File: src/hw/rtl/sorted_priority_queue_defines.svh
// Assertion macros used by the sorted priority queue top level.
`ifndef SORTED_PRIORITY_QUEUE_DEFINES_SVH
`define SORTED_PRIORITY_QUEUE_DEFINES_SVH

`ifndef SYNTHESIS
// Checked property, skipped while reset is asserted.
`define SPQ_ASSERT(lbl, clk, rst_n, prop) \
    lbl: assert property (@(posedge clk) disable iff (!(rst_n)) (prop)) \
        else $error("spq assertion failed");
// Checked property that also holds through reset.
`define SPQ_ASSERT_ALWAYS(lbl, clk, prop) \
    lbl: assert property (@(posedge clk) (prop)) \
        else $error("spq assertion failed");
`else
`define SPQ_ASSERT(lbl, clk, rst_n, prop)
`define SPQ_ASSERT_ALWAYS(lbl, clk, prop)
`endif

`endif

File: src/hw/rtl/spq_pkg.sv
// Types and constants of the sorted priority queue.
package spq_pkg;

    localparam int QUEUE_DEPTH   = 8;
    localparam int PRIORITY_BITS = 16;
    localparam int PAYLOAD_BITS  = 32;
    localparam int CNT_W         = $clog2(QUEUE_DEPTH + 1);
    localparam int STATUS_W      = 2;

    localparam int IN_FIELD_W  = PRIORITY_BITS + PAYLOAD_BITS;
    localparam int IN_DATA_W   = ((IN_FIELD_W + 7) / 8) * 8;
    localparam int OUT_FIELD_W = PRIORITY_BITS + PAYLOAD_BITS + CNT_W;
    localparam int OUT_DATA_W  = ((OUT_FIELD_W + 7) / 8) * 8;

    typedef enum logic {
        CMD_ENQ = 1'b0,
        CMD_DEQ = 1'b1
    } t_cmd;

    typedef enum logic [STATUS_W-1:0] {
        ST_DONE  = 2'd0,
        ST_FULL  = 2'd1,
        ST_EMPTY = 2'd2
    } t_status;

    typedef struct packed {
        logic signed [PRIORITY_BITS-1:0] prio;
        logic [PAYLOAD_BITS-1:0]         payload;
    } t_entry;

    // Broadcast from the control to every cell.
    typedef struct packed {
        logic   upd;        // queue changes this cycle
        logic   deq;        // shift toward head instead of insert
        t_entry new_entry;  // entry being enqueued
    } t_cell_ctrl;

endpackage

File: src/hw/rtl/spq_cell.sv
// One slot of the sorted queue: holds an entry, shifts or inserts.
module spq_cell (
    input  logic                i_clk,
    input  spq_pkg::t_cell_ctrl i_ctrl,
    input  logic                i_occupied,
    input  spq_pkg::t_entry     i_left,
    input  logic                i_left_ins,
    input  spq_pkg::t_entry     i_right,
    output spq_pkg::t_entry     o_entry,
    output logic                o_ins
);

    spq_pkg::t_entry r_entry;
    spq_pkg::t_entry n_entry;

    // New entry lands at or before this slot: slot free or strictly lower priority.
    assign o_ins = !i_occupied || (r_entry.prio < i_ctrl.new_entry.prio);

    always_comb begin
        n_entry = r_entry;
        if (i_ctrl.upd) begin
            if (i_ctrl.deq) begin
                n_entry = i_right;
            end else if (o_ins && i_left_ins) begin
                n_entry = i_left;
            end else if (o_ins) begin
                n_entry = i_ctrl.new_entry;
            end
        end
    end

    always_ff @(posedge i_clk) begin
        r_entry <= n_entry;
    end

    assign o_entry = r_entry;

endmodule

File: src/hw/rtl/sorted_priority_queue.sv
// Sorted priority queue: top level with control, cell chain and output register.
//
// Usage
//   Slave channel (i_s_*) takes one command item per handshake. tuser[0] is the
//   command (0 enqueue, 1 dequeue); tdata carries the priority in bits 15:0
//   (signed) and the payload tag in bits 47:16, used only by an enqueue.
//   Master channel (o_m_*) returns exactly one result item per command: status
//   in tuser (0 done, 1 full, 2 empty), and in tdata the dequeued priority,
//   payload and the occupancy after the command. Priority and payload are zero
//   unless a dequeue succeeded.
//   Entries leave by descending priority; equal priorities leave in arrival order.
// Timing
//   The result is registered and valid in the cycle after acceptance. Every slot
//   of the chain updates in parallel on acceptance (compare against the new priority
//   and shift one step), so a new item can be taken every cycle; throughput is one
//   item per cycle while the receiver keeps tready high.
// Reset and stalls
//   i_rst_n (synchronous, active low) empties the queue and drops any pending
//   result; slot contents are not cleared and need not be. When the receiver
//   stalls, the result is held in the output register and o_s_tready falls
//   until it is taken.
module sorted_priority_queue (
    input  logic                           i_clk,
    input  logic                           i_rst_n,
    input  logic                           i_s_tvalid,
    output logic                           o_s_tready,
    input  logic [spq_pkg::IN_DATA_W-1:0]  i_s_tdata,   // priority_req, payload
    input  logic [0:0]                     i_s_tuser,   // command
    output logic                           o_m_tvalid,
    input  logic                           i_m_tready,
    output logic [spq_pkg::OUT_DATA_W-1:0] o_m_tdata,   // out_priority, out_payload,
                                                        // occupancy, zero pad
    output logic [spq_pkg::STATUS_W-1:0]   o_m_tuser    // status
);

    `include "sorted_priority_queue_defines.svh"

    localparam int D = spq_pkg::QUEUE_DEPTH;

    logic                         w_acc;
    spq_pkg::t_cmd                w_cmd;
    logic                         w_full;
    logic                         w_empty;
    spq_pkg::t_cell_ctrl          w_ctrl;
    spq_pkg::t_entry              w_entry [D];
    logic                         w_ins   [D];

    logic [spq_pkg::CNT_W-1:0]    r_count;
    logic [spq_pkg::CNT_W-1:0]    n_count;
    logic                         r_m_valid;
    spq_pkg::t_status             r_status;
    spq_pkg::t_status             n_status;
    spq_pkg::t_entry              r_out;
    spq_pkg::t_entry              n_out;

    // Output register: a new item may enter when the slot is free or drains now.
    assign o_s_tready = !r_m_valid || i_m_tready;
    assign w_acc      = i_s_tvalid && o_s_tready;
    assign w_cmd      = spq_pkg::t_cmd'(i_s_tuser[0]);
    assign w_full     = (r_count == spq_pkg::CNT_W'(D));
    assign w_empty    = (r_count == '0);

    // Control broadcast to the chain.
    always_comb begin
        w_ctrl.deq               = (w_cmd == spq_pkg::CMD_DEQ);
        w_ctrl.new_entry.prio    = i_s_tdata[spq_pkg::PRIORITY_BITS-1:0];
        w_ctrl.new_entry.payload =
            i_s_tdata[spq_pkg::PRIORITY_BITS +: spq_pkg::PAYLOAD_BITS];
        w_ctrl.upd               = w_acc && (w_ctrl.deq ? !w_empty : !w_full);
    end

    // Chain of slots, head at index 0.
    for (genvar gi = 0; gi < D; gi++) begin : g_cell
        spq_pkg::t_entry w_left;
        spq_pkg::t_entry w_right;
        logic            w_left_ins;

        if (gi == 0) begin : g_head
            assign w_left     = w_ctrl.new_entry;
            assign w_left_ins = 1'b0;
        end else begin : g_body
            assign w_left     = w_entry[gi-1];
            assign w_left_ins = w_ins[gi-1];
        end

        if (gi == D - 1) begin : g_tail
            assign w_right = w_entry[gi];
        end else begin : g_mid
            assign w_right = w_entry[gi+1];
        end

        spq_cell u_cell (
            .i_clk      (i_clk),
            .i_ctrl     (w_ctrl),
            .i_occupied (spq_pkg::CNT_W'(gi) < r_count),
            .i_left     (w_left),
            .i_left_ins (w_left_ins),
            .i_right    (w_right),
            .o_entry    (w_entry[gi]),
            .o_ins      (w_ins[gi])
        );
    end

    // Result and occupancy for the accepted item.
    always_comb begin
        n_count  = r_count;
        n_status = spq_pkg::ST_DONE;
        n_out    = '0;
        if (w_ctrl.deq) begin
            if (w_empty) begin
                n_status = spq_pkg::ST_EMPTY;
            end else begin
                n_out   = w_entry[0];
                n_count = r_count - spq_pkg::CNT_W'(1);
            end
        end else begin
            if (w_full) begin
                n_status = spq_pkg::ST_FULL;
            end else begin
                n_count = r_count + spq_pkg::CNT_W'(1);
            end
        end
    end

    always_ff @(posedge i_clk) begin
        if (!i_rst_n) begin
            r_count   <= '0;
            r_m_valid <= 1'b0;
        end else begin
            if (w_acc) begin
                r_count   <= n_count;
                r_m_valid <= 1'b1;
            end else if (i_m_tready) begin
                r_m_valid <= 1'b0;
            end
        end
    end

    always_ff @(posedge i_clk) begin
        if (w_acc) begin
            r_status <= n_status;
            r_out    <= n_out;
        end
    end

    assign o_m_tvalid = r_m_valid;
    assign o_m_tuser  = r_status;
    assign o_m_tdata  = spq_pkg::OUT_DATA_W'({r_count, r_out.payload, r_out.prio});

    // Occupancy never goes past the number of slots.
    `SPQ_ASSERT(a_count_bound, i_clk, i_rst_n, r_count <= spq_pkg::CNT_W'(D))
    // Enqueue into a full queue reports full and leaves occupancy alone.
    `SPQ_ASSERT(a_full_reject, i_clk, i_rst_n,
        (w_acc && w_cmd == spq_pkg::CMD_ENQ && w_full) |=>
        (o_m_tuser == spq_pkg::ST_FULL && r_count == spq_pkg::CNT_W'(D)))
    // Dequeue from an empty queue reports empty with zeroed data.
    `SPQ_ASSERT(a_empty_reject, i_clk, i_rst_n,
        (w_acc && w_cmd == spq_pkg::CMD_DEQ && w_empty) |=>
        (o_m_tuser == spq_pkg::ST_EMPTY && r_out == '0 && r_count == '0))
    // A successful enqueue grows the queue by exactly one.
    `SPQ_ASSERT(a_enq_grow, i_clk, i_rst_n,
        (w_acc && w_cmd == spq_pkg::CMD_ENQ && !w_full) |=>
        (r_count == $past(r_count) + spq_pkg::CNT_W'(1)))

endmodule
File: config.mk
export PLATFORM = sky130hd
export DESIGN_NAME = sorted_priority_queue
export DESIGN_NICKNAME = d
export VERILOG_FILES = /design/src/hw/rtl/spq_pkg.sv /design/src/hw/rtl/spq_cell.sv /design/src/hw/rtl/sorted_priority_queue.sv
export VERILOG_INCLUDE_DIRS = /design/src /design/src/hw/rtl
export SDC_FILE = /design/constraint.sdc
export NUM_CORES = 1
export LEC_CHECK = 0
export BUFFER_PORTS_ARGS = -buffer_cell sky130_fd_sc_hd__buf_4
export CORE_MARGIN = 4
export CORE_UTILIZATION = 40
export CTS_BUF_LIST = sky130_fd_sc_hd__clkbuf_8
export CTS_CLUSTER_SIZE = 12
export DETAILED_ROUTE_END_ITERATION = 8
export SYNTH_ARGS = -nofsm -noshare
export SYNTH_HDL_FRONTEND = slang
export SYNTH_SLANG_ARGS = --single-unit
File: constraint.sdc
create_clock -name i_clk -period 7.85 [get_ports i_clk]
set_input_delay 0.785 -clock i_clk [delete_from_list [all_inputs] [get_ports i_clk]]
set_output_delay 0.785 -clock i_clk [all_outputs]
set_load 0.1 [all_outputs]
Word-level counts from Yosys, hierarchy flattened
Cells that the tools add are included.
{"block": "totals", "regBits": 439, "latchBits": 0, "mem_bits_rw": 0, "romBits": 0, "in_bits": 53, "output_inout_bits": 60, "memories": 0}
{"block": "op_classes", "n_addsub": 2, "n_mul": 0, "div": 0, "magnitude_cmp": 16, "eq_ne": 3, "n_shift": 0, "n_mux": 31, "n_bitwise": 1, "n_reduce_logical": 49}
{"operator": "2-to-1 mux 48 bit", "n": 22}
{"operator": "less-than comparator 16 bit", "n": 8}
{"operator": "nonzero test 3 bit", "n": 6}
{"operator": "less-than comparator 3 x 4 -> 1 bit, first input constant", "n": 4}
{"operator": "AND reduction 2 bit", "n": 7}
{"operator": "2-to-1 mux 4 bit", "n": 3}
{"operator": "zero test 1 bit", "n": 11}
{"operator": "logical AND 1 bit", "n": 9}
{"operator": "logical OR 1 bit", "n": 9}
{"operator": "less-than comparator 1 x 4 -> 1 bit, first input constant", "n": 2}
{"operator": "less-than comparator 2 x 4 -> 1 bit, first input constant", "n": 2}
{"operator": "AND reduction 3 bit", "n": 2}
{"operator": "nonzero test 2 bit", "n": 3}
{"operator": "adder 4 x 1 -> 4 bit, second input constant", "n": 1}
{"operator": "equality test 4 bit, second input constant", "n": 1}
{"operator": "zero test 4 bit", "n": 1}
{"operator": "2-to-1 mux 1 bit", "n": 4}
{"operator": "2-to-1 mux 2 bit", "n": 2}
{"operator": "inequality test 2 bit, second input constant", "n": 2}
{"operator": "subtractor 4 x 1 -> 4 bit, second input constant", "n": 1}
{"operator": "OR reduction 2 bit", "n": 1}
{"operator": "NOT 1 bit", "n": 1}

Depth between registers and ports, before layout
{"block": "logic_depth", "depth_word": 6, "mapped_depth": 12}

Hierarchy
Synthesis repeated with hierarchy kept, for this count alone.
{"block": "hier_totals", "hier_cells": 2893, "hier_area_um2": 28727.6}
{"module": "spq_cell at g_cell[0].u_cell ...", "n_inst": 5, "cells_per_inst": 340, "area_per_inst_um2": 3168.0, "seq_area_each_um2": 1441.4}
{"module": "spq_cell at g_cell[5].u_cell ...", "n_inst": 3, "cells_per_inst": 344, "area_per_inst_um2": 3524.6, "seq_area_each_um2": 1441.4}
{"module": "sorted_priority_queue", "n_inst": 1, "cells_per_inst": 161, "area_per_inst_um2": 2313.5, "seq_area_each_um2": 1601.5}

Worst setup path after synthesis
No wires, ideal clock.
{"block": "synth_timing", "path_kind": "input to register", "from": "in i_m_tready", "to": "reg g_cell[7].u_cell.r_entry (netlist bit g_cell[7].u_cell.o_entry[0]), enable pin", "arrival_time_ps": 8137, "t_required_ps": 7277, "setup_slack_ps": -859, "cell_stages": 5, "path_cell_list": "nand2b_1 -> and2_1 -> o31ai_1 -> clkbuf_1 -> nor4_1"}
{"block": "synth_via", "elab_chain_cells": 4}
{"item": "start, declared", "line_no": "sorted_priority_queue.sv:30", "text": "input logic i_m_tready,"}
{"item": "logical OR 1 bit", "line_no": "sorted_priority_queue.sv:57", "text": "assign o_s_tready = !r_m_valid || i_m_tready;"}
{"item": "logical AND 1 bit", "line_no": "sorted_priority_queue.sv:58", "text": "assign w_acc = i_s_tvalid && o_s_tready;"}
{"item": "net w_acc", "line_no": "sorted_priority_queue.sv:40", "text": "logic w_acc;"}
{"item": "logical AND 1 bit", "line_no": "sorted_priority_queue.sv:69", "text": "w_ctrl.upd = w_acc && (w_ctrl.deq ? !w_empty : !w_full);"}
{"item": "AND reduction 3 bit (no source line)"}
{"item": "end signal, assigned", "line_no": "spq_cell.sv:33", "text": "r_entry <= n_entry;"}
{"item": "end, declared", "line_no": "spq_cell.sv:13", "text": "spq_pkg::t_entry r_entry;"}
The timed path passes the listed nets, and every way through them passes these cells.
A chain may end at the register's enable or synchronous reset.

Worst setup path in the final report
{"block": "layout_timing", "from": "in i_s_tdata[1] (netlist name)", "to": "reg g_cell[1].u_cell.r_entry (netlist bit g_cell[1].u_cell.o_entry[27]), enable pin"}
{"block": "layout_via", "elab_chain_cells": 5}
{"item": "start, declared", "line_no": "sorted_priority_queue.sv:27", "text": "input logic [spq_pkg::IN_DATA_W-1:0] i_s_tdata,"}
{"item": "less-than comparator 16 bit", "line_no": "spq_cell.sv:17", "text": "assign o_ins = !i_occupied || (r_entry.prio < i_ctrl.new_entry.prio);"}
{"item": "logical OR 1 bit", "line_no": "spq_cell.sv:17"}
{"item": "logical AND 1 bit", "line_no": "spq_cell.sv:24", "text": "end else if (o_ins && i_left_ins) begin"}
{"item": "nonzero test 3 bit (no source line) (*)"}
{"item": "AND reduction 2 bit (no source line) (*)"}
{"item": "end signal, assigned", "line_no": "spq_cell.sv:33"}
{"item": "end, declared", "line_no": "spq_cell.sv:13"}
Mark *: on every way between the ends. The rest lies on a longest branch, timed or not.

==> flow_summary.toml <==
[logic_synthesis]
avgSynthCellArea_um2 = 13.2
synth-edff-count = 434
synthArstFlopShare = 0
synth_top_area_frac = 0.551
ys_ff_latch = 439
synthTopCellsByCount = "edfxtp_1, a221o_1, nor3b_1"
synth_top_area_cell = "edfxtp_1"
yosysMostFrequentCell = "edfxtp_1"
syn_inst = 1791
ys_types = 55
syn_area_um2 = 23600
yosys_warnings = 0
synthFlopType = "edfxtp_1"
seq_area_frac_synth = 0.556
synth_area_leaders = "edfxtp_1, a221o_1, ha_1, nor3b_1, nor4b_1"

[placement]
gp_congestion = 0.902
port_buffers = 108
dp_hpwl_mm = 40.1
pre_cts_slack_ns = 2.88

[layout]
syn_to_final_growth_pct = 12.1
drive_above_1_share = 0.162
fill_cells = 5287
fin_util = 0.456
nets = 1986

[drt]
dr.pass1.iters = 5
viasPerCell = 6.40
vias = 16928
wirelength_mm = 69.2
ant_nets = 0
wl_per_cell_um = 26.2
route.detailed.drc = 0
drtIter0Drc = 2079

[timing]
post-route-period-util = 0.556
hold_violations = 0
setup_ws_ns = 3.49
fmax_mhz = 229
slew_headroom = 0.198
setup_tns_ns = 0
tightest_slew_ns = 1.20
slew_viol_final = 0
setup_viol = 0
grt_setup_unrepaired = "no"
skew_ns = 0.0380
layout_min_cycle_time_ns = 4.36

[grt]
grtUsageTotal = 0.213
grt_first_pass_wirelength_mm = 104
grt_pass1_vias = 16489
antenna_found_initial = 5
grt_max_degree = 262
overflow = 0

[floorplan]
ios = 113
rows = 88
die_h_um = 251
die_x_um = 251
dieArea_um2 = 63100
core_um2 = 58100
start_util = 0.407

[clocking]
cts_max_level = 3
path_clk_slew_ns = 0.06
post_cts_resized = 0
ctsRootBufferMaster = "clkbuf_8"
holdBufCountCts = 0
cts_max_path_buffers = 3
cts_setup_buffers = 0
cts_tree = "yes"
clk_latency_ns = 0.69
numCtsBuffers = 80
cts.sinks = 439

[worst_hold_path]
hold_path_class = "in2reg"

[worst_setup_path]
critPathMaxFanout = 32
slowest_delay_ns = 0.79
setup.worst_path.end_class = "flip-flop"
cp_cell_sequence = "buf_4 > inv_1 > ha_1 > a2111oi_0 > o21ai_1 > a221oi_2 > a311oi_4 > buf_4 > a21oi_4 > buf_4"
slowest_stage = "a21oi_4"
critPathKind = "in2reg"
crit_required_ns = 8.15
critPathArrivalTime_ns = 4.66
start_kind = "input pin"
cp_common_cell = "buf_4"

[power]
leakage_nw = 9.65
p_per_area_nw_per_um2 = 302
ir_drop_mv = 0.159

[status]
status = "finished clean"

[run]
maxCapViolCount = 0
==> worst paths after layout <==
kind,cells past startpoint,slack [ns],start,endpoint
max,10,3.49,i_s_tdata[1],g_cell[1].u_cell.o_entry[27]
min,3,0.38,i_s_tvalid,o_m_tvalid
max reg2reg,8,3.52,g_cell[1].u_cell.o_entry[33],g_cell[1].u_cell.o_entry[27]
min reg2reg,2,0.53,o_m_tvalid,o_m_tvalid
==> logic make-up (layout without fill, tap and decap cells) <==
logic type               Yosys count  after routing  share of synthesized area
AND/OR/NAND/NOR                  485            485                      0.143
buffers and inverters            226            307                     0.0387
multiplexers                      49             49                     0.0233
AO/OA/AOI/OAI                    464            464                      0.172
adder cells (fa/ha/maj)          123            123                     0.0651
XOR/XNOR                           4              4                    0.00148
flip-flops                       439            439                      0.556
other                              1              7                   0.000159
==> placed cells by master, fill, tap and decap left out, types with 34 or more instances in the layout <==
cell type  count
inv_1         57
nor3b_1      197
a21o_1        66
mux2_2        48
edfxtp_1     434
a221o_1      291
buf_4        134
clkbuf_8      81
nor2_1        34
and3_1        51
nor4b_1       97
ha_1         123
a21oi_1       42
nor2b_1       35
==> state kept, by name (all words and copies together), names as in the netlist <==
name                   flops
g_cell.u_cell.o_entry    384
o_m_tdata                 48
o_m_tuser                  2
o_m_tvalid                 1
r_count                    4
==> worst max-delay path: cells and delay by family <==
family,cells,cell delay (ns)
AO/OA/AOI/OAI,5,2.26
adder cells (fa/ha/maj),1,0.29
buffers and inverters,4,1.27
==> per-layer routing <==
metal  track usage  part of all wire  vias to the layer above
met5             0           0.00013                        -
met3        0.0341             0.068                      156
met4        0.0804             0.031                        2
li1              -                 -                     7501
met1         0.305              0.45                     8605
met2         0.329              0.45                      664
==> where the power goes <==
group	switching, W	internal [W]
logic	0.00163	0.000843
registers	0.000267	0.00321
clock network	0.00103	0.00104
==> layout make-up <==
cell class / count / area (um2) / share of cell area
antenna: 3 / 7.51 / 0.000283
sequential: 439 / 13100 / 0.496
clock buffer: 81 / 1110 / 0.0421
tap: 765 / 957 / 0.0361
multi-input combinational: 1129 / 9790 / 0.370
clock inverter: 66 / 354 / 0.0134
inverter: 24 / 90.1 / 0.00340
timing repair buffer: 136 / 1040 / 0.0393
==> stage by stage <==
stage / total power [W] / std cells / hold slack [ns] / instance area, um2
global route: 0.00840 / 2641 / 0.364 / 26500
floorplan: 0.00515 / 1794 / 0.516 / 23700
detailed placement: 0.00596 / 2493 / 0.529 / 25000
CTS: 0.00806 / 2640 / 0.328 / 26500
global placement: 0.00592 / 2493 / 0.507 / 25000
finish: 0.00801 / 2643 / 0.383 / 26500
Power figures use the tool's default switching activity.
